[src/rtl/core/abcs_pkg.sv]
// ----------------------------------------------------------------------------
// abcs_pkg: shared types and constants of the alternating-bit chunk sender
// Holds the request and operation codes, the sender states, the register
// indexes, the queue entry type and the sizing constants.
// ----------------------------------------------------------------------------
package abcs_pkg;

    // Message buffer and chunk sizing.
    localparam int MSG_BYTES   = 256;
    localparam int MSG_AW      = $clog2(MSG_BYTES);
    localparam int MAX_CHUNK   = 64;
    localparam int CHUNK_W     = 7;
    localparam int WAIT_W      = 17;
    localparam int CFG_W       = 16;

    // Depth of the queue between the front and the back.
    localparam int QUEUE_DEPTH = 2;
    localparam int QPTR_W      = $clog2(QUEUE_DEPTH);
    localparam int QCNT_W      = $clog2(QUEUE_DEPTH + 1);

    localparam logic [CFG_W-1:0] DEFAULT_WAIT = 16'd80;

    // Request codes as they arrive on req_type.
    localparam logic [2:0] REQ_LOAD    = 3'd0;
    localparam logic [2:0] REQ_START   = 3'd1;
    localparam logic [2:0] REQ_PAYLOAD = 3'd2;
    localparam logic [2:0] REQ_CONFIRM = 3'd3;
    localparam logic [2:0] REQ_RESET   = 3'd4;

    // Configuration register indexes.
    typedef logic [0:0] cfg_idx_t;
    localparam cfg_idx_t REG_MAX_PKG_IDX = 1'd0;
    localparam cfg_idx_t REG_MAX_WAIT    = 1'd1;

    typedef enum logic [2:0] {
        OP_LOAD,
        OP_START,
        OP_PAYLOAD,
        OP_CONFIRM,
        OP_RESET,
        OP_NONE
    } op_t;

    typedef enum logic [2:0] {
        SND_IDLE,
        SND_PENDING,
        SND_SENDING,
        SND_WAITNEXT,
        SND_RESYNC,
        SND_RESYNC_SEND
    } snd_state_t;

    typedef enum logic [1:0] {
        PH_IDLE,
        PH_EXEC,
        PH_STREAM
    } phase_t;

    typedef struct packed {
        op_t                op;
        logic [7:0]         byte_index;
        logic [7:0]         byte_value;
        logic [7:0]         msg_length;
        logic [CHUNK_W-1:0] max_len;
        logic               confirm_value;
    } item_t;

    // Head of the queue as seen by the back.
    typedef struct packed {
        logic  valid;
        item_t item;
    } queue_head_t;

endpackage

[src/rtl/core/abcs_ram.sv]
// ----------------------------------------------------------------------------
// abcs_ram: generic single-write, single-read RAM
// One write port and one read port with registered read data.
// ----------------------------------------------------------------------------
module abcs_ram #(
    parameter int WIDTH = 8,
    parameter int DEPTH = 256
) (
    input  logic                     clk,
    input  logic                     we,
    input  logic [$clog2(DEPTH)-1:0] waddr,
    input  logic [WIDTH-1:0]         wdata,
    input  logic [$clog2(DEPTH)-1:0] raddr,
    output logic [WIDTH-1:0]         rdata
);

    logic [WIDTH-1:0] mem_reg [DEPTH];
    logic [WIDTH-1:0] rdata_reg;

    always_ff @(posedge clk)
    begin
        if (we)
        begin
            mem_reg[waddr] <= wdata;
        end
        rdata_reg <= mem_reg[raddr];
    end

    assign rdata = rdata_reg;

endmodule

[src/rtl/core/abcs_front.sv]
// ----------------------------------------------------------------------------
// abcs_front: request intake and classification
// Decodes each accepted request into an operation, clamps the chunk size
// and holds it in a short queue until the back takes it.
// ----------------------------------------------------------------------------
module abcs_front
    import abcs_pkg::*;
(
    input  logic               clk,
    input  logic               rst_n,
    input  logic               start,
    output logic               busy,
    input  logic [2:0]         req_type,
    input  logic [7:0]         byte_index,
    input  logic [7:0]         byte_value,
    input  logic [7:0]         msg_length,
    input  logic [CHUNK_W-1:0] max_len,
    input  logic               confirm_value,
    input  logic               pop,
    output queue_head_t        head
);

    item_t               entry_reg [QUEUE_DEPTH];
    logic [QPTR_W-1:0]   wr_ptr_reg, wr_ptr_next;
    logic [QPTR_W-1:0]   rd_ptr_reg, rd_ptr_next;
    logic [QCNT_W-1:0]   count_reg, count_next;
    item_t               item_in;
    logic                push;
    logic                do_pop;

    // Classify the request and clamp the chunk size once, at the door.
    always_comb
    begin
        item_in.byte_index    = byte_index;
        item_in.byte_value    = byte_value;
        item_in.msg_length    = msg_length;
        item_in.confirm_value = confirm_value;
        item_in.max_len       = (max_len > CHUNK_W'(MAX_CHUNK)) ? CHUNK_W'(MAX_CHUNK) : max_len;
        case (req_type)
            REQ_LOAD:    item_in.op = OP_LOAD;
            REQ_START:   item_in.op = OP_START;
            REQ_PAYLOAD: item_in.op = OP_PAYLOAD;
            REQ_CONFIRM: item_in.op = OP_CONFIRM;
            REQ_RESET:   item_in.op = OP_RESET;
            default:     item_in.op = OP_NONE;
        endcase
    end

    assign busy   = (count_reg == QCNT_W'(QUEUE_DEPTH));
    assign push   = start && !busy;
    assign do_pop = pop && (count_reg != '0);

    always_comb
    begin
        wr_ptr_next = wr_ptr_reg;
        rd_ptr_next = rd_ptr_reg;
        count_next  = count_reg;
        if (push)
        begin
            wr_ptr_next = (wr_ptr_reg == QPTR_W'(QUEUE_DEPTH - 1)) ? '0 : wr_ptr_reg + 1'b1;
        end
        if (do_pop)
        begin
            rd_ptr_next = (rd_ptr_reg == QPTR_W'(QUEUE_DEPTH - 1)) ? '0 : rd_ptr_reg + 1'b1;
        end
        if (push && !do_pop)
        begin
            count_next = count_reg + 1'b1;
        end
        else if (do_pop && !push)
        begin
            count_next = count_reg - 1'b1;
        end
    end

    always_ff @(posedge clk or negedge rst_n)
    begin
        if (!rst_n)
        begin
            wr_ptr_reg <= '0;
            rd_ptr_reg <= '0;
            count_reg  <= '0;
        end
        else
        begin
            wr_ptr_reg <= wr_ptr_next;
            rd_ptr_reg <= rd_ptr_next;
            count_reg  <= count_next;
        end
    end

    always_ff @(posedge clk)
    begin
        if (push)
        begin
            entry_reg[wr_ptr_reg] <= item_in;
        end
    end

    assign head.valid = (count_reg != '0);
    assign head.item  = entry_reg[rd_ptr_reg];

endmodule

[src/rtl/core/abcs_back.sv]
// ----------------------------------------------------------------------------
// abcs_back: sender state machine and result generation
// Takes one operation at a time from the queue, updates the sender state
// and streams chunk bytes out of the message buffer, one per cycle.
// ----------------------------------------------------------------------------
module abcs_back
    import abcs_pkg::*;
(
    input  logic             clk,
    input  logic             rst_n,
    input  queue_head_t      head,
    output logic             pop,
    input  logic             cfg_we,
    input  cfg_idx_t         cfg_index,
    input  logic [CFG_W-1:0] cfg_wdata,
    output logic             result_valid,
    output logic [7:0]       package_index,
    output logic [7:0]       payload_byte,
    output logic             byte_valid,
    output logic             last,
    output logic             active
);

    phase_t             phase_reg, phase_next;
    item_t              item_reg, item_next;
    snd_state_t         snd_reg, snd_next;
    logic [7:0]         msg_len_reg, msg_len_next;
    logic [7:0]         offset_reg, offset_next;
    logic [7:0]         pkg_cnt_reg, pkg_cnt_next;
    logic               exp_reg, exp_next;
    logic [WAIT_W-1:0]  wait_reg, wait_next;
    logic [CHUNK_W-1:0] blp_reg, blp_next;
    logic [CHUNK_W-1:0] k_reg, k_next;
    logic [7:0]         stream_pkg_reg, stream_pkg_next;
    logic [7:0]         max_pkg_reg, max_pkg_next;
    logic [CFG_W-1:0]   max_wait_reg, max_wait_next;

    logic               res_valid_reg, res_valid_next;
    logic [7:0]         res_pkg_reg, res_pkg_next;
    logic               res_bvalid_reg, res_bvalid_next;
    logic               res_last_reg, res_last_next;
    logic               res_active_reg, res_active_next;
    logic               res_inrange_reg, res_inrange_next;

    logic               ram_we;
    logic [MSG_AW-1:0]  ram_raddr;
    logic [7:0]         ram_rdata;

    logic [7:0]         diff;
    logic [7:0]         n8;
    logic [CHUNK_W-1:0] n;
    logic [8:0]         chunk_end;
    logic [8:0]         rd_sum;
    logic [WAIT_W-1:0]  wait_inc;
    logic [7:0]         pay_pkg;

    always_comb
    begin
        phase_next       = phase_reg;
        item_next        = item_reg;
        snd_next         = snd_reg;
        msg_len_next     = msg_len_reg;
        offset_next      = offset_reg;
        pkg_cnt_next     = pkg_cnt_reg;
        exp_next         = exp_reg;
        wait_next        = wait_reg;
        blp_next         = blp_reg;
        k_next           = k_reg;
        stream_pkg_next  = stream_pkg_reg;
        max_pkg_next     = max_pkg_reg;
        max_wait_next    = max_wait_reg;
        res_valid_next   = 1'b0;
        res_pkg_next     = res_pkg_reg;
        res_bvalid_next  = 1'b0;
        res_last_next    = 1'b0;
        res_active_next  = res_active_reg;
        res_inrange_next = 1'b0;
        pop              = 1'b0;
        ram_we           = 1'b0;

        diff      = item_reg.msg_length;
        diff      = msg_len_reg - offset_reg;
        n8        = (diff > 8'(item_reg.max_len)) ? 8'(item_reg.max_len) : diff;
        n         = CHUNK_W'(n8);
        chunk_end = {1'b0, offset_reg} + 9'(n);
        wait_inc  = wait_reg + 1'b1;
        rd_sum    = {1'b0, offset_reg} + 9'(k_reg);
        ram_raddr = rd_sum[MSG_AW-1:0];
        pay_pkg   = 8'd0;

        case (phase_reg)
            PH_IDLE:
            begin
                if (head.valid)
                begin
                    pop        = 1'b1;
                    item_next  = head.item;
                    phase_next = PH_EXEC;
                end
            end

            PH_EXEC:
            begin
                phase_next = PH_IDLE;
                case (item_reg.op)
                    OP_LOAD:
                    begin
                        ram_we = (32'(item_reg.byte_index) < MSG_BYTES);
                    end
                    OP_START:
                    begin
                        msg_len_next = item_reg.msg_length;
                        offset_next  = 8'd0;
                        pkg_cnt_next = 8'd1;
                        wait_next    = '0;
                        snd_next     = (snd_reg == SND_IDLE) ? SND_PENDING : SND_RESYNC_SEND;
                    end
                    OP_PAYLOAD:
                    begin
                        blp_next = '0;
                        case (snd_reg)
                            SND_RESYNC, SND_RESYNC_SEND:
                            begin
                                pay_pkg = max_pkg_reg;
                            end
                            SND_PENDING, SND_SENDING:
                            begin
                                snd_next = SND_SENDING;
                                blp_next = n;
                                if (pkg_cnt_reg > 8'd1 && chunk_end >= {1'b0, msg_len_reg})
                                begin
                                    pay_pkg = 8'd0;
                                end
                                else
                                begin
                                    pay_pkg = pkg_cnt_reg;
                                end
                            end
                            default:
                            begin
                                pay_pkg = 8'd0;
                            end
                        endcase
                        if ((snd_reg == SND_PENDING || snd_reg == SND_SENDING) && n != '0)
                        begin
                            phase_next      = PH_STREAM;
                            k_next          = '0;
                            stream_pkg_next = pay_pkg;
                        end
                    end
                    OP_CONFIRM:
                    begin
                        case (snd_reg)
                            SND_SENDING:
                            begin
                                if (item_reg.confirm_value != exp_reg)
                                begin
                                    wait_next = wait_inc;
                                    if (wait_inc > {1'b0, max_wait_reg})
                                    begin
                                        exp_next = ~item_reg.confirm_value;
                                        snd_next = SND_RESYNC;
                                    end
                                end
                                else
                                begin
                                    offset_next = offset_reg + 8'(blp_reg);
                                    if (offset_next >= msg_len_reg)
                                    begin
                                        snd_next = (pkg_cnt_reg == 8'd1) ? SND_WAITNEXT : SND_IDLE;
                                    end
                                    pkg_cnt_next = pkg_cnt_reg + 8'd1;
                                    exp_next     = ~exp_reg;
                                    wait_next    = '0;
                                end
                            end
                            SND_RESYNC, SND_RESYNC_SEND, SND_WAITNEXT:
                            begin
                                if (item_reg.confirm_value == exp_reg)
                                begin
                                    snd_next = (snd_reg == SND_RESYNC_SEND) ? SND_SENDING : SND_IDLE;
                                    exp_next = ~item_reg.confirm_value;
                                end
                                else if (snd_reg == SND_WAITNEXT)
                                begin
                                    wait_next = wait_inc;
                                    if (wait_inc > {1'b0, max_wait_reg})
                                    begin
                                        exp_next = ~item_reg.confirm_value;
                                        snd_next = SND_RESYNC;
                                    end
                                end
                            end
                            default:
                            begin
                            end
                        endcase
                    end
                    OP_RESET:
                    begin
                        blp_next      = '0;
                        offset_next   = 8'd0;
                        pkg_cnt_next  = 8'd1;
                        exp_next      = 1'b1;
                        wait_next     = '0;
                        max_wait_next = DEFAULT_WAIT;
                        snd_next      = SND_IDLE;
                    end
                    default:
                    begin
                    end
                endcase

                // Every operation that does not stream bytes gives one plain result.
                if (phase_next != PH_STREAM)
                begin
                    res_valid_next  = 1'b1;
                    res_last_next   = 1'b1;
                    res_pkg_next    = (item_reg.op == OP_PAYLOAD) ? pay_pkg : 8'd0;
                    res_active_next = (snd_next != SND_IDLE);
                end
            end

            PH_STREAM:
            begin
                res_valid_next   = 1'b1;
                res_bvalid_next  = 1'b1;
                res_pkg_next     = stream_pkg_reg;
                res_active_next  = (snd_reg != SND_IDLE);
                res_inrange_next = (32'(rd_sum) < MSG_BYTES);
                res_last_next    = ((k_reg + 1'b1) == blp_reg);
                k_next           = k_reg + 1'b1;
                if (res_last_next)
                begin
                    phase_next = PH_IDLE;
                end
            end

            default:
            begin
                phase_next = PH_IDLE;
            end
        endcase

        // The user must write registers only while no request is in flight; not enforced.
        if (cfg_we)
        begin
            case (cfg_index)
                REG_MAX_PKG_IDX:
                begin
                    if (cfg_wdata[7:0] != max_pkg_reg)
                    begin
                        max_pkg_next  = cfg_wdata[7:0];
                        blp_next      = '0;
                        offset_next   = 8'd0;
                        pkg_cnt_next  = 8'd1;
                        exp_next      = 1'b1;
                        wait_next     = '0;
                        max_wait_next = DEFAULT_WAIT;
                        snd_next      = SND_IDLE;
                    end
                end
                REG_MAX_WAIT:
                begin
                    max_wait_next = cfg_wdata;
                end
                default:
                begin
                end
            endcase
        end
    end

    always_ff @(posedge clk or negedge rst_n)
    begin
        if (!rst_n)
        begin
            phase_reg      <= PH_IDLE;
            snd_reg        <= SND_IDLE;
            msg_len_reg    <= 8'd0;
            offset_reg     <= 8'd0;
            pkg_cnt_reg    <= 8'd1;
            exp_reg        <= 1'b1;
            wait_reg       <= '0;
            blp_reg        <= '0;
            k_reg          <= '0;
            max_pkg_reg    <= 8'd0;
            max_wait_reg   <= DEFAULT_WAIT;
            res_valid_reg  <= 1'b0;
            res_bvalid_reg <= 1'b0;
            res_last_reg   <= 1'b0;
            res_active_reg <= 1'b0;
        end
        else
        begin
            phase_reg      <= phase_next;
            snd_reg        <= snd_next;
            msg_len_reg    <= msg_len_next;
            offset_reg     <= offset_next;
            pkg_cnt_reg    <= pkg_cnt_next;
            exp_reg        <= exp_next;
            wait_reg       <= wait_next;
            blp_reg        <= blp_next;
            k_reg          <= k_next;
            max_pkg_reg    <= max_pkg_next;
            max_wait_reg   <= max_wait_next;
            res_valid_reg  <= res_valid_next;
            res_bvalid_reg <= res_bvalid_next;
            res_last_reg   <= res_last_next;
            res_active_reg <= res_active_next;
        end
    end

    always_ff @(posedge clk)
    begin
        item_reg        <= item_next;
        stream_pkg_reg  <= stream_pkg_next;
        res_pkg_reg     <= res_pkg_next;
        res_inrange_reg <= res_inrange_next;
    end

    abcs_ram #(
        .WIDTH (8),
        .DEPTH (MSG_BYTES)
    ) u_msg_ram (
        .clk   (clk),
        .we    (ram_we),
        .waddr (item_reg.byte_index[MSG_AW-1:0]),
        .wdata (item_reg.byte_value),
        .raddr (ram_raddr),
        .rdata (ram_rdata)
    );

    assign result_valid  = res_valid_reg;
    assign package_index = res_pkg_reg;
    assign byte_valid    = res_bvalid_reg;
    assign last          = res_last_reg;
    assign active        = res_active_reg;
    assign payload_byte  = (res_bvalid_reg && res_inrange_reg) ? ram_rdata : 8'd0;

endmodule

[src/rtl/core/alternating_bit_chunk_sender_top.sv]
// ----------------------------------------------------------------------------
// alternating_bit_chunk_sender_top: stop-and-wait chunk sender
// Stores a message and hands it out in chunks tagged with a package index,
// tracking an alternating confirm bit and resyncing after missed confirms.
// ----------------------------------------------------------------------------
// A request is taken when start is high and busy is low. Results come out
// one per cycle on result_valid and cannot be held off, so the receiver must
// take every transfer in the cycle it appears. A request that gives one
// result (load, start, confirm, reset, an empty payload or an unused code)
// occupies the back end for a pop and an execute step; a payload request
// that yields n chunk bytes then streams them from the single-read-port
// message RAM one address per cycle. When the block is empty, a request
// passes the queue, the pop and the execute step before its result is
// registered, and a first chunk byte also passes the stream step.
// A two-entry queue sits between intake and execution, so busy rises only
// when two requests are waiting. Every request ends with a result whose
// last flag is high. Buffer entries that were never loaded read back as
// arbitrary data. Configuration writes are taken at any edge where cfg_we
// is high and must only be issued while no request is in flight; writing a
// new max_package_index value also resets the sender state and restores the
// wait limit to 80.
// ----------------------------------------------------------------------------
module alternating_bit_chunk_sender_top
    import abcs_pkg::*;
(
    input  logic               clk,
    input  logic               rst_n,
    input  logic               start,
    output logic               busy,
    input  logic [2:0]         req_type,
    input  logic [7:0]         byte_index,
    input  logic [7:0]         byte_value,
    input  logic [7:0]         msg_length,
    input  logic [CHUNK_W-1:0] max_len,
    input  logic               confirm_value,
    input  logic               cfg_we,
    input  cfg_idx_t           cfg_index,
    input  logic [CFG_W-1:0]   cfg_wdata,
    output logic               result_valid,
    output logic [7:0]         package_index,
    output logic [7:0]         payload_byte,
    output logic               byte_valid,
    output logic               last,
    output logic               active
);

    queue_head_t head;
    logic        pop;

    // Intake: decodes each request and queues it for execution.
    abcs_front u_front (
        .clk           (clk),
        .rst_n         (rst_n),
        .start         (start),
        .busy          (busy),
        .req_type      (req_type),
        .byte_index    (byte_index),
        .byte_value    (byte_value),
        .msg_length    (msg_length),
        .max_len       (max_len),
        .confirm_value (confirm_value),
        .pop           (pop),
        .head          (head)
    );

    // Execution: sender state machine, message RAM and result registers.
    abcs_back u_back (
        .clk           (clk),
        .rst_n         (rst_n),
        .head          (head),
        .pop           (pop),
        .cfg_we        (cfg_we),
        .cfg_index     (cfg_index),
        .cfg_wdata     (cfg_wdata),
        .result_valid  (result_valid),
        .package_index (package_index),
        .payload_byte  (payload_byte),
        .byte_valid    (byte_valid),
        .last          (last),
        .active        (active)
    );

    // A chunk streams without gaps until its last byte.
    assert property (@(posedge clk) disable iff (!rst_n)
        (result_valid && byte_valid && !last) |=> (result_valid && byte_valid))
    else $error("chunk stream broke before its last byte");

    // A result without a chunk byte is always the only result of its request.
    assert property (@(posedge clk) disable iff (!rst_n)
        (result_valid && !byte_valid) |-> (last && payload_byte == 8'd0))
    else $error("plain result not marked last or carries a byte");

    // Chunk bytes are only sent while the sender is busy with a message.
    assert property (@(posedge clk) disable iff (!rst_n)
        (result_valid && byte_valid) |-> active)
    else $error("chunk byte sent while the sender is idle");

    // A full queue always has a valid head.
    assert property (@(posedge clk) disable iff (!rst_n)
        busy |-> head.valid)
    else $error("busy with an empty queue");

endmodule

[config.mk]
export PLATFORM = sky130hd
export DESIGN_NAME = alternating_bit_chunk_sender_top
export DESIGN_NICKNAME = d
export VERILOG_FILES = /design/src/rtl/core/abcs_pkg.sv /design/src/rtl/core/abcs_ram.sv /design/src/rtl/core/abcs_front.sv /design/src/rtl/core/abcs_back.sv /design/src/rtl/core/alternating_bit_chunk_sender_top.sv
export SDC_FILE = /design/constraint.sdc
export NUM_CORES = 2
export LEC_CHECK = 0
export BUFFER_PORTS_ARGS = -buffer_cell sky130_fd_sc_hd__buf_2
export CAP_MARGIN = 20
export CORE_ASPECT_RATIO = 0.75
export CORE_UTILIZATION = 52
export CTS_CLUSTER_SIZE = 30
export DETAILED_ROUTE_END_ITERATION = 8
export PLACE_DENSITY = 0.79
export SYNTH_ARGS = -nofsm -noshare
export SYNTH_HDL_FRONTEND = slang
export SYNTH_HIERARCHICAL = 1
export SYNTH_SLANG_ARGS = --single-unit
export TNS_END_PERCENT = 50
[constraint.sdc]
create_clock -name clk -period 15.04 [get_ports clk]
set_input_delay 0.752 -clock clk [delete_from_list [all_inputs] [get_ports clk]]
set_output_delay 0.752 -clock clk [all_outputs]
set_load 0.02 [all_outputs]
# ---- Yosys cells after proc, flatten, opt, wreduce, memory -nomap -nowiden
# Memory sizes are Yosys's and may differ from the RTL's. A register that Yosys moved wholly into a read port is not among the register bits.
# Index checks and enable logic that the tools add are counted.
# W data, S select, Z words.
dict set report word_totals {
  register_bits 110
  latchBits 0
  mem_bits_rw 2118
  mem_bits_ro 0
  in_bits 56
  out_inout_bits 21
  wordCells 199
  mem_count 2
}
# name depth width read_ports rd_ports_with_merged_regs write_ports line
set mem_list {}
lappend mem_list {u_back.u_msg_ram.mem_reg 256 8 1 1 1 abcs_ram.sv:17} ;# logic [WIDTH-1:0] mem_reg [DEPTH];
lappend mem_list {u_front.entry_reg 2 35 1 1 1 abcs_front.sv:23} ;# item_t entry_reg [QUEUE_DEPTH];
dict set report op_classes {
  n_addsub 11
  multipliers 0
  div_mod_pow 0
  order_cmp 7
  n_eq_ne 27
  n_shift 0
  muxes 96
  bitwise_logic 3
  n_reduce_logical 32
}
# operator n
set op_table {}
lappend op_table {{$mux W8} 16}
lappend op_table {{$mux W17} 7}
lappend op_table {{$pmux W17 S2} 2}
lappend op_table {{$mux W16} 4}
lappend op_table {{$pmux W8 S2} 4}
lappend op_table {{$mux W7} 9}
lappend op_table {{$mux W3} 12}
lappend op_table {{$pmux W16 S2} 1}
lappend op_table {{$pmux W7 S2} 2}
lappend op_table {{$mux W1} 21}
lappend op_table {{$add A8 B7 Y9} 2}
lappend op_table {{$eq A3 B2 Y1 const B} 6}
lappend op_table {{$mux W2} 9}
lappend op_table {{$add A17 B1 Y17 const B} 1}
lappend op_table {{$gt A17 B16 Y1} 1}
lappend op_table {{$pmux W3 S5} 1}
lappend op_table {{$eq A3 B3 Y1 const B} 4}
lappend op_table {{$pmux W3 S4} 1}
lappend op_table {{$pmux W1 S2} 5}
lappend op_table {{$eq A3 B1 Y1 const B} 3}
lappend op_table {{$ge A9 B8 Y1} 1}
lappend op_table {{$logic_not A3 Y1} 3}
lappend op_table {{$lt A9 B9 Y1 const B} 1}
lappend op_table {{$reduce_and A3 Y1} 3}
lappend op_table {{other kinds (33)} 57}

# ---- Depth between registers and ports, before layout
dict set report depth {
  depth_word 12
  ltp_mapped 30
  ltp_nobuf 27
}

# ---- By module
# The synthesis kept the hierarchy.
# module instances cells_each area_per_inst_um2 seq_area_each_um2
set by_module_without_submodules {}
lappend by_module_without_submodules {abcs_ram 1 3733 79556.3 61659.1}
lappend by_module_without_submodules {abcs_back 1 922 8952.3 3783.6}
lappend by_module_without_submodules {abcs_front 1 138 2935.3 2202.1}

# ---- Worst setup path after synthesis
# Ideal clock, no wire load.
dict set report synth_timing {
  path_kind {flip-flop to flip-flop}
  from {reg u_back.offset_reg[1]}
  to {reg u_back.res_pkg_reg[3] (netlist: u_back/package_index[3]), data pin}
  setup_ps 131
  t_arrival_ps 5792
  required_time_ps 14909
  path_slack_ps 9117
  stages_incl_launch_ff 30
  n_path_buf 3
  synth_period_minus_slack_ps 5923
  path_cell_list {dfrtp_1 > inv_1 > ha_1 > nand2b_1 > a21oi_1 > nor4_1 > xnor2_1 > ha_1 > nand3_1 > o21a_1 > a2111oi_0 > and4_1 > buf_6 > clkbuf_1 > nand2_1 > o21ai_0 > ha_1 > a21o_1 > a21oi_1 > o21bai_1 > a21oi_1 > o21bai_1 > a21oi_1 > xnor2_1 > ha_1 > nand4_1 > o221ai_1 > o21ai_0 > clkbuf_1 > a31o_2}
}
dict set report synth_via {
  elab_chain_len 11
}
# item line
set synth_rtl {}
lappend synth_rtl {{start: declaration} abcs_back.sv:28} ;# logic [7:0] offset_reg, offset_next;
lappend synth_rtl {{start signal: assignment} abcs_back.sv:299} ;# offset_reg <= offset_next;
lappend synth_rtl {{$sub A8 B8 Y8} abcs_back.sv:82} ;# diff = msg_len_reg - offset_reg;
lappend synth_rtl {{$gt A8 B7 Y1} abcs_back.sv:83} ;# n8 = (diff > 8'(item_reg.max_len)) ? 8'(item_reg.max_len) : diff;
lappend synth_rtl {{$mux W7} abcs_back.sv:83}
lappend synth_rtl {{$add A8 B7 Y9 (*)} abcs_back.sv:85} ;# chunk_end = {1'b0, offset_reg} + 9'(n);
lappend synth_rtl {{$ge A9 B8 Y1 (*)} abcs_back.sv:130} ;# if (pkg_cnt_reg > 8'd1 && chunk_end >= {1'b0, msg_len_reg})
lappend synth_rtl {{$logic_and A1 B1 Y1 (*)} abcs_back.sv:130}
lappend synth_rtl {{$mux W8 (*)} abcs_back.sv:130}
lappend synth_rtl {{$pmux W8 S2 (*)} abcs_back.sv:121} ;# case (snd_reg)
lappend synth_rtl {{$mux W8 (*)} abcs_back.sv:219} ;# res_pkg_next = (item_reg.op == OP_PAYLOAD) ? pay_pkg : 8'd0;
lappend synth_rtl {{$mux W8 (*)} abcs_back.sv:215} ;# if (phase_next != PH_STREAM)
lappend synth_rtl {{$pmux W8 S2 (*)} abcs_back.sv:91} ;# case (phase_reg)
lappend synth_rtl {{via u_back.res_pkg_next[3]} abcs_back.sv:39} ;# logic [7:0] res_pkg_reg, res_pkg_next;
lappend synth_rtl {{end signal: assignment} abcs_back.sv:318} ;# res_pkg_reg <= res_pkg_next;
lappend synth_rtl {{end: declaration} abcs_back.sv:39}
# The timed path passes the listed nets; every way through them passes the cells marked *. The select of a mux whose other input is x is not followed.
# A chain may end at the register's enable or synchronous reset.

# ---- Final worst setup path
dict set report layout_timing {
  from {reg u_back.offset_reg[1]}
  to {reg u_back.res_pkg_reg[7] (netlist: u_back/package_index[7]), data pin}
}
# Same word-level chain as after synthesis.

==> results list <==
- Number of clock sinks: 2,271
- Synthesized netlist cell count: between 4,000 and 5,000
- Effective utilization at floorplan: 52.7%
* Std-Cell Rows: 132
- TritonCTS buffer count: around 190
- The initial antenna violation count came to 8.
- After filler insertion, the fill cell instance count of the layout stands at 12,000.
- In this run the mean area of a mapped cell was 19.1 um2.
* Number of top-level pins: between 70 and 80
* Share of synthesized cell area in and, or, nand and nor gates: 3.84%
* Overflow left after global routing: 0
- Async S/R FF share, synth: around 4.1%
- The tightest min-delay check is of the primary input to register type.
- For this run, the number of Yosys warnings is 6.
- Timing would allow up to 150 MHz.
* Number of buffers on the longest clock path: 3
- At the later pin of the worst-skew pair, clock insertion delay measures about 830 ps.
* Type of destination of the critical path: register
- Mapped cell area: 91,400 um2
* Top area cells in the synthesized netlist: sky130_fd_sc_hd__edfxtp_1, sky130_fd_sc_hd__mux4_2, sky130_fd_sc_hd__dfrtp_1
- Summed over all layers, the routed wires come to approximately 220 mm.
- For flop-to-flop paths, the worst setup slack is 8360 ps.
- By count the netlist is led by sky130_fd_sc_hd__edfxtp_1, sky130_fd_sc_hd__mux4_2, sky130_fd_sc_hd__nor2_1.
* Pin count of the biggest net entering global routing: about 210
- Setup repair after global routing left no endpoint under its margin.
- At the end of the flow, the number of nets in the layout was 5,033.
- Cell with the most instances after synthesis: sky130_fd_sc_hd__edfxtp_1
- The die is 486 um wide.
* Slew Limit Fails: 0
- Die span in y: 365 um
- For this run, design rule violations remaining after detail routing come to 0.
* R2R depth: 26
- Count of flip-flops with a built-in enable after synthesis: 2,169
- Among cell families on the critical path, the largest total delay comes from compound AO/OA/AOI/OAI gates.
* Post-synthesis adder-cell area fraction: 1.14%
* Via count: 48,800
- The hold violation total from the final report is 0.
* Arrival time worst endpoint: 7260 ps
- The critical path ends at u_back/package_index[7]$_DFFE_PP_.
- Die area: 178,000 um2
- The tool flagged a number of max-cap violations equal to 0.
- Top cell type's share of synthesized area: between 70% and 80%
- Post-route total power: 16,300 uW
- Fin Hold WS: about 110 ps
- Initial detailed-routing violation count: 7,678
- At the pin with the least slew margin, the transition time is 1370 ps.
* LEAKAGE: 0.0312 uW
- The worst setup path is launched from a register.
- Buffers placed on the I/O ports in this run total 76.
- Summing the sequential cell areas from Yosys gives 74.0% of the chip area.
- Share of the synthesized netlist area taken by xor and xnor gates: 0.660%
- Power Density: between 150 and 200 nW/um2
- The via count of the first global-routing pass was 47,600.
- Summing the areas of all compound-gate instances in the mapped netlist gives 4.86% of the synthesized area.
- In this run the worst setup path begins at u_back/offset_reg[1]$_DFF_PN0_.
- Gr usage total: 25.2%
- Shortest period the worst path allows: 6680 ps
- Worst reg2reg endpoint: u_back/package_index[7]$_DFFE_PP_
- The first TritonRoute pass finished after 5 iterations.
- The critical path is of the register to register type.
- The floorplan step defined a core boundary enclosing between 150,000 and 200,000 um2.
- After routing, the total negative slack on setup checks comes to 0 ps.
- TritonCTS clock tree: built
- In this design, the stage delay of the slowest critical-path cell is 630 ps.
- The number of nets in the synthesized netlist is 4,930.
* Remaining number of nets flagged by the antenna check after routing: 0
- Share of synthesized area spent on multiplexers: 13.4%
* CP Max Fanout: 17
- At the end of routability-driven placement, the weighted congestion stood at 0.898.
- After detailed routing, the number of vias per cell comes to 6.58.
* Post-synthesis sequential element count: roughly 2,300
- In this run the tightest slew margin relative to its limit is 8.46%.
- Main synth FF type: sky130_fd_sc_hd__edfxtp_1
* Count of H-tree levels built during CTS: 4
- Worst EP required: 15,620 ps
- By area, the combinational part of the netlist is dominated by multiplexers.
* Peak VDD IR: 0.000164 V
* Part of the cycle the worst path needs: 44.4%
* Wire length of the first global-routing pass: 325 mm
* Final-report setup violation count: 0
- sky130_fd_sc_hd__edfxtp_1 takes more of the synthesized area than any other cell.
- Average wire length per cell after detail routing: 30.1 um
* Largest clock skew in the final design: 43.5 ps
- CTS placed an instance of sky130_fd_sc_hd__clkbuf_16 at the clock tree root.
- For this design, the slowest cell found on the critical path is sky130_fd_sc_hd__and4_1.
* Status: finished clean
* Count of different cell masters after synthesis: 87
- Share of layout cells above drive strength 1: between 20% and 30%
- The register with the most flip-flops in the layout has 2,048 of them.
* Buffers plus inverters on the worst setup path: 2
* Launch instance of the worst register-to-register path: u_back/offset_reg[1]$_DFF_PN0_
* HPWL after DPL: 132 mm
- Depth of the critical timing path with buffers and inverters included: 26
- Area growth from synthesis to layout: 10.2%
* Clock transition at path regs: 70 ps
[layout make-up]
type	instances	area (um2)	share of cell area, %
Multi-Input combinational cell	2183	22100	21.9
Clock buffer	238	5110	5.07
Antenna cell	4	10.0	0.00994
Tap cell	2345	2930	2.91
Inverter	64	248	0.246
Sequential cell	2271	67600	67.2
Clock inverter	128	1380	1.37
Timing Repair Buffer	182	1320	1.31
[worst min-delay path by stage]
stage | startpoint | end | cells after the start
2_1_floorplan | u_back/item_reg[8]$_DFFE_PP_ | u_back/msg_len_reg[0]$_DFFE_PN0P_ | 2
3_3_place_gp | u_front/count_reg[1]$_DFFE_PN0P_ | u_front/count_reg[1]$_DFFE_PN0P_ | 1
3_5_place_dp | u_back/item_reg[8]$_DFFE_PP_ | u_back/msg_len_reg[0]$_DFFE_PN0P_ | 2
4_1_cts | confirm_value | u_front/entry_reg[1][0]$_DFFE_PP_ | 1
5_1_grt | byte_index[0] | u_front/entry_reg[0][24]$_DFFE_PP_ | 1
6_report | byte_index[0] | u_front/entry_reg[1][24]$_DFFE_PP_ | 1
[worst reg2reg max path, stage by stage, from the launching register on]
cell and delay [ps]:
sky130_fd_sc_hd__dfrtp_1 560, sky130_fd_sc_hd__inv_1 150, sky130_fd_sc_hd__ha_1 290, sky130_fd_sc_hd__nand2b_1 110, sky130_fd_sc_hd__a21oi_1 120, sky130_fd_sc_hd__nor4_1 360, sky130_fd_sc_hd__xnor2_1 200, sky130_fd_sc_hd__ha_1 340
sky130_fd_sc_hd__nand3_1 120, sky130_fd_sc_hd__o21a_1 210, sky130_fd_sc_hd__a2111oi_0 260, sky130_fd_sc_hd__and4_1 630, sky130_fd_sc_hd__o21ai_0 350, sky130_fd_sc_hd__ha_1 360, sky130_fd_sc_hd__a21o_1 200, sky130_fd_sc_hd__a21oi_1 270
sky130_fd_sc_hd__o21bai_1 110, sky130_fd_sc_hd__a21oi_1 240, sky130_fd_sc_hd__o21bai_1 90, sky130_fd_sc_hd__a21oi_1 170, sky130_fd_sc_hd__xnor2_1 100, sky130_fd_sc_hd__ha_1 320, sky130_fd_sc_hd__nand4_1 100, sky130_fd_sc_hd__o221ai_1 210
sky130_fd_sc_hd__o21ai_0 130, sky130_fd_sc_hd__buf_4 200, sky130_fd_sc_hd__a31o_2 250
[layout by cell type (no fill, tap or decap), drive strengths merged, types with 65 or more instances in the layout]
cell    count
buf       180
clkinv     89
a22oi     152
a21oi     165
nor2      368
dfrtp      89
inv        72
o21ai      68
nand2      99
clkbuf    239
nand3      65
mux2i     136
mux4      456
ha         77
edfxtp   2169
[timing repair]
action                                 4_1_cts  5_1_grt
endpoints found under the hold margin       40        0
setup buffers                                0        0
hold buffers                                 1        0
setup endpoints to repair                    0        0
gates resized for setup                      0        0
[metal layers]
layer	GRT usage, %	vias up	part of all wire (%)
met5	0	-	0.012
met1	36.1	25100	38
met4	8.64	4	3.3
met3	7.36	451	14
li1	-	19800	-
met2	37.0	3480	45
[through the flow]
step	area, um2	utilization (%)	setup slack, ps	instances
final	101000	58.0	8360	7415
after global routing	101000	58.0	7740	7411
after CTS	101000	57.9	8500	7398
after detailed placement	94100	54.2	8520	7031
after global placement	93900	54.1	8580	7023
after floorplan	91400	-	9120	4793
[logic make-up after synthesis]
| group | count (synthesis) |
|---|---|
| muxes | 638 |
| buffers and inverters | 339 |
| DFF | 2271 |
| AOI/OAI and AO/OA | 643 |
| xor gates and xnor gates | 68 |
| adders and majority gates | 81 |
| and+or+nand+nor | 753 |
[where the power goes]
group / internal (uW) / switching, uW / leakage, uW
clock: 2830 / 2290 / 0.00316
combinational: 897 / 2140 / 0.00720
sequential: 8020 / 149 / 0.0208
total: 11700 / 4590 / 0.0312
(Power assumes the default switching activity.)
